## config.mk

```make
export PLATFORM = sky130hd
export DESIGN_NAME = ftsq_ctrl
export DESIGN_NICKNAME = d
export VERILOG_FILES = /design/src/hw/rtl/ftsq_pkg.sv /design/src/hw/rtl/ftsq_ctrl.sv
export SDC_FILE = /design/constraint.sdc
export NUM_CORES = 1
export LEC_CHECK = 0
export ABC_AREA = 1
export BUFFER_PORTS_ARGS = -buffer_cell sky130_fd_sc_hd__buf_2
export CORE_MARGIN = 2
export CORE_UTILIZATION = 45
export DETAILED_ROUTE_END_ITERATION = 12
export PLACE_DENSITY = 0.69
export SLEW_MARGIN = 20
export SYNTH_ARGS = -nofsm -noshare
export SYNTH_HDL_FRONTEND = slang
export SYNTH_SLANG_ARGS = --single-unit
```

## constraint.sdc

```tcl
create_clock -name clk -period 4.16 [get_ports clk]
set_clock_uncertainty 0.2 [all_clocks]
set_input_delay 0.624 -clock clk [delete_from_list [all_inputs] [get_ports clk]]
set_output_delay 0.624 -clock clk [all_outputs]
set_load 0.01 [all_outputs]
```

## src/hw/rtl/ftsq_pkg.sv

```systemverilog
// Package for the frame time statistics block.
// Holds field widths, rate and quality constants, and the controller/datapath command types.
package ftsq_pkg;

  localparam int TIME_W = 24;
  localparam int RATE_W = 28;
  localparam int QUAL_W = 7;
  localparam int TGT_W  = 10;

  localparam logic [RATE_W-1:0] RATE_SCALE   = RATE_W'(256000000);
  // 1e6 fps scale times 10, compared against 8*target*t and 11*target*t
  localparam logic [39:0]       LIMIT_NUM    = 40'd10000000;
  localparam logic [QUAL_W-1:0] QUAL_MIN     = 7'd10;
  localparam logic [QUAL_W-1:0] QUAL_MAX     = 7'd100;
  localparam logic [QUAL_W-1:0] QUAL_DN_STEP = 7'd10;
  localparam logic [QUAL_W-1:0] QUAL_UP_STEP = 7'd5;
  localparam logic [QUAL_W-1:0] QUAL_DN_LOW  = 7'd20;
  localparam logic [TGT_W-1:0]  TARGET_RESET = 10'd60;

  localparam logic REG_TARGET = 1'b0;
  localparam logic REG_ADAPT  = 1'b1;

  typedef enum logic [1:0] {
    DIV_CUR = 2'd0,
    DIV_AVG = 2'd1,
    DIV_VAR = 2'd2
  } div_sel_t;

  typedef enum logic {
    MUL_NSQ = 1'b0,
    MUL_S2  = 1'b1
  } mul_sel_t;

  typedef struct packed {
    logic     load;
    logic     calc_tsq;
    logic     calc_old;
    logic     update;
    logic     mul_start;
    mul_sel_t mul_sel;
    logic     div_start;
    div_sel_t div_sel;
    logic     sqrt_start;
    logic     finish;
  } cmd_t;

  typedef struct packed {
    logic mul_done;
    logic div_done;
    logic sqrt_done;
    logic multi;
  } sts_t;

endpackage

```

## src/hw/rtl/ftsq_ctrl.sv

```systemverilog
// Sequencer for the frame time statistics block.
// Depends on ftsq_pkg for the command and status structs.
module ftsq_ctrl
  import ftsq_pkg::*;
(
  input  logic clk,
  input  logic rst_n,
  input  logic in_tvalid,
  output logic in_tready,
  output logic out_tvalid,
  input  logic out_tready,
  input  sts_t sts,
  output cmd_t cmd
);

  typedef enum logic [16:0] {
    S_IDLE = 17'b1 << 0,
    S_RD   = 17'b1 << 1,
    S_SQR  = 17'b1 << 2,
    S_UPD  = 17'b1 << 3,
    S_CUR  = 17'b1 << 4,
    S_CURW = 17'b1 << 5,
    S_AVG  = 17'b1 << 6,
    S_AVGW = 17'b1 << 7,
    S_MN   = 17'b1 << 8,
    S_MNW  = 17'b1 << 9,
    S_MS   = 17'b1 << 10,
    S_MSW  = 17'b1 << 11,
    S_VD   = 17'b1 << 12,
    S_VDW  = 17'b1 << 13,
    S_SQ   = 17'b1 << 14,
    S_SQW  = 17'b1 << 15,
    S_DONE = 17'b1 << 16
  } state_t;

  state_t state_r, state_nxt;
  logic   ovalid_r, ovalid_nxt;
  logic   out_free;

  assign out_free = !ovalid_r || out_tready;

  always_comb begin
    state_nxt = state_r;
    cmd       = '0;
    cmd.mul_sel = MUL_NSQ;
    cmd.div_sel = DIV_CUR;
    case (state_r)
      S_IDLE: begin
        if (in_tvalid) begin
          cmd.load  = 1'b1;
          state_nxt = S_RD;
        end
      end
      S_RD: begin
        cmd.calc_tsq = 1'b1;
        state_nxt    = S_SQR;
      end
      S_SQR: begin
        cmd.calc_old = 1'b1;
        state_nxt    = S_UPD;
      end
      S_UPD: begin
        cmd.update = 1'b1;
        state_nxt  = S_CUR;
      end
      S_CUR: begin
        cmd.div_start = 1'b1;
        cmd.div_sel   = DIV_CUR;
        state_nxt     = S_CURW;
      end
      S_CURW: begin
        if (sts.div_done) begin
          state_nxt = S_AVG;
        end
      end
      S_AVG: begin
        cmd.div_start = 1'b1;
        cmd.div_sel   = DIV_AVG;
        state_nxt     = S_AVGW;
      end
      S_AVGW: begin
        // a single entry keeps the held jitter
        if (sts.div_done) begin
          state_nxt = sts.multi ? S_MN : S_DONE;
        end
      end
      S_MN: begin
        cmd.mul_start = 1'b1;
        cmd.mul_sel   = MUL_NSQ;
        state_nxt     = S_MNW;
      end
      S_MNW: begin
        if (sts.mul_done) begin
          state_nxt = S_MS;
        end
      end
      S_MS: begin
        cmd.mul_start = 1'b1;
        cmd.mul_sel   = MUL_S2;
        state_nxt     = S_MSW;
      end
      S_MSW: begin
        if (sts.mul_done) begin
          state_nxt = S_VD;
        end
      end
      S_VD: begin
        cmd.div_start = 1'b1;
        cmd.div_sel   = DIV_VAR;
        state_nxt     = S_VDW;
      end
      S_VDW: begin
        if (sts.div_done) begin
          state_nxt = S_SQ;
        end
      end
      S_SQ: begin
        cmd.sqrt_start = 1'b1;
        state_nxt      = S_SQW;
      end
      S_SQW: begin
        if (sts.sqrt_done) begin
          state_nxt = S_DONE;
        end
      end
      S_DONE: begin
        if (out_free) begin
          cmd.finish = 1'b1;
          state_nxt  = S_IDLE;
        end
      end
      default: begin
        state_nxt = S_IDLE;
      end
    endcase
  end

  always_comb begin
    ovalid_nxt = ovalid_r;
    if (out_tready) begin
      ovalid_nxt = 1'b0;
    end
    if (cmd.finish) begin
      ovalid_nxt = 1'b1;
    end
  end

  always_ff @(posedge clk) begin
    if (!rst_n) begin
      state_r  <= S_IDLE;
      ovalid_r <= 1'b0;
    end else begin
      state_r  <= state_nxt;
      ovalid_r <= ovalid_nxt;
    end
  end

  assign in_tready  = (state_r == S_IDLE);
  assign out_tvalid = ovalid_r;

endmodule

```

==> impl_metrics.csv <==
group,metric,value,unit
outcome,status,"finished, violations left",
outcome,violations,"DRC",
layout,layout-area-overhead-vs-synth,10.2,%
min_path,holdCritPathClass,"register to register",
synthesis,avgSynthCellArea,6.71,um2
place,place_hpwl,2.23,mm
timing,finalCritPeriodShare,0.571,
drt,wl_per_cell,11.1,um
worst_setup_path,critPathLaunchType,"register",
timing,rsz0062_at_grt,"false",
timing,clock.fmax,421,MHz
layout,nNetsFinal,232,
layout,multi_input_area,816,um2
clock_tree,clk_pin_slew,100,ps
drt,drt-pass1-iter-count,8,
drt,drt-vias-per-instance,4.74,
synthesis,synthArstFlopShare,0,
clock_tree,cts_made_buffers,3,
drt,num_vias,1200,
clock_tree,cts_setup_buffers,0,
clock_tree,clkSinkCount,18,
clock_tree,clockBufferDepth,2,
synthesis,synth_edf_count,0,
clock_tree,hold_buffers,0,
synthesis,yosysMostFrequentCell,"inv_1",
die,rows,19,
power_and_ir_drop,power_density,511,mW/mm2
drt,wirelength,2.80,mm
synthesis,yosys-top-cells-count,"inv_1 (39), nor2_1 (36), nand2_1 (29), nand3_1 (20), dfxtp_1 (18)",
drt,route.detailed.drc,2,
synthesis,synth_top_cell_area_share,0.266,
job,drv_cap,0,
global_routing,grt_max_degree,15,
timing,setup_ws,1780,ps
place,place_area,0.00147,mm2
place,dp_cells,250,
clock_tree,cts_root_buffer,"clkbuf_4",
layout,drive_gt1_frac,0.293,
die,core_area,0.00281,mm2
die,die_w,58.9,um
synthesis,ys_warn_count,0,
power_and_ir_drop,fin_total_pwr,763,uW
worst_setup_path,required,3340,ps
global_routing,grt_pass1_wl,4.75,mm
place,finalWeightedCongestion,0.821,
drt,ant_nets,0,
drt,drt_iter0_drc,39,
synthesis,synth.distinct_cells,24,
synthesis,netlist_top_cells_area,"dfxtp_1 (27%), inv_1 (11%), nor2_1 (10%)",
place,portBuffers,20,
synthesis,ys_seq_area_frac,0.266,
clock_tree,cts_tree,"yes",
global_routing,globalRouteTotalUtil,0.178,
place,dp_slack,2110,ps
worst_setup_path,critPathCaptureType,"output pin",
worst_setup_path,path_class,"register to output pin",
synthesis,yosysTopAreaCell,"dfxtp_1",
timing,worst_pin_slew,377,ps
worst_setup_path,critPathArrivalTime,1550,ps
die,die_area,0.00347,mm2
layout,diodes,0,
worst_setup_path,worst-path-max-fanout,10,
timing,finalCriticalPeriod,2380,ps
clock_tree,htree_levels,1,
die,io_pins,21,
power_and_ir_drop,p_leak,0.867,nW
power_and_ir_drop,ir_worst_vdd,0.000405,V
synthesis,syn_inst,202,
timing,setup_tns,0,ps
layout,fin_area,0.00149,mm2
clock_tree,cts_resized,0,
die,dieHeight,58.9,um
synthesis,synth-seq-cells,18,
die,initial_utilization,0.483,
synthesis,synthFlopType,"dfxtp_1",
layout,seqCellArea,360,um2
global_routing,antenna_found_initial,0,
global_routing,grt_pass1_vias,1056,
layout,stdcell_count,253,
synthesis,netlist_area,0.00136,mm2
timing,finalHoldViolations,0,
clock_tree,clock_latency,290,ps
synthesis,synth_nets,210,
timing,relSlewSlack,0.748,
global_routing,gr-total-overflow,0,
timing,finalSetupViolCount,0,
timing,slew_viol_final,0,
layout,num-fill-cells,306,
## routing by layer
metal / vias to the layer above / GRT usage / routed length, um
li1: 651 / - / -
met1: 518 / 0.250 / 1350
met2: 29 / 0.279 / 1250
met3: 2 / 0.0440 / 186
met4: 0 / 0.0292 / 18
met5: - / 0 / 0
## cells in the final DEF, fill, tap and decap left out
cell,Yosys,routed
inv_2,1,1
nand2_8,1,1
nand3_4,2,2
nand2_2,7,7
nor2_8,2,2
nor2_4,5,5
nand2_1,29,29
nor3_1,3,3
nand3b_1,5,5
nand2_4,3,3
nor2_2,13,13
buf_2,0,20
nand3_2,7,7
inv_4,1,1
inv_1,39,39
dfxtp_1,18,18
or2_1,2,2
o21ai_0,1,1
nand3_1,20,20
nor2_1,36,36
a21oi_1,3,3
or2_0,1,1
clkbuf_4,0,3
## final cells by class
type	count	share of cell area
Timing Repair Buffer	20	0.0670
Inverter	41	0.105
Sequential cell	18	0.241
Multi-Input combinational cell	140	0.546
Clock buffer	3	0.0151
Tap cell	31	0.0260
## worst max-delay path, cell delays in order (launching register included)
cell     delay [ps]
dfxtp_1         360
nor2_4          140
nand2_2         110
nor2_8          220
nand3_1         180
inv_1           120
buf_2           130
## power by group
| group | internal (mW) | switching [mW] | leakage [nW] |
|---|---|---|---|
| clock | 0.0337 | 0.0534 | 0.0138 |
| combinational | 0.142 | 0.313 | 0.708 |
| sequential | 0.196 | 0.0261 | 0.146 |
| total | 0.371 | 0.392 | 0.867 |
## worst paths after layout
check                                               from                  endpoint  slack [ps]  cells after the start
worst min-delay path            state_r[11]$_SDFFE_PN0P_  state_r[11]$_SDFFE_PN0P_         390                      2
worst min register to register  state_r[11]$_SDFFE_PN0P_  state_r[11]$_SDFFE_PN0P_         390                      2
worst max register to register  state_r[16]$_SDFFE_PN0P_  state_r[13]$_SDFFE_PN0P_        2220                     11
worst max-delay path             state_r[6]$_SDFFE_PN0P_                    cmd[3]        1780                      6
## state kept, by name, summed over array words and instances (netlist names)
register and cells:
out_tvalid 1, state_r 17
## per-stage QoR
stage               utilization  hold WS, ps
detailed placement        0.525          365
global route              0.533          392
CTS                       0.533          391
global placement          0.525          364
finish                    0.533          390
floorplan                     -          333
## kinds of logic (layout without fill, tap and decap cells)
kind of cell | count (synthesis) | after routing | share of synthesized area
simple gates | 136 | 136 | 0.587
buf+inv | 44 | 64 | 0.132
flops | 18 | 18 | 0.266
compound gates | 4 | 4 | 0.0148
(Power assumes the default switching activity.)
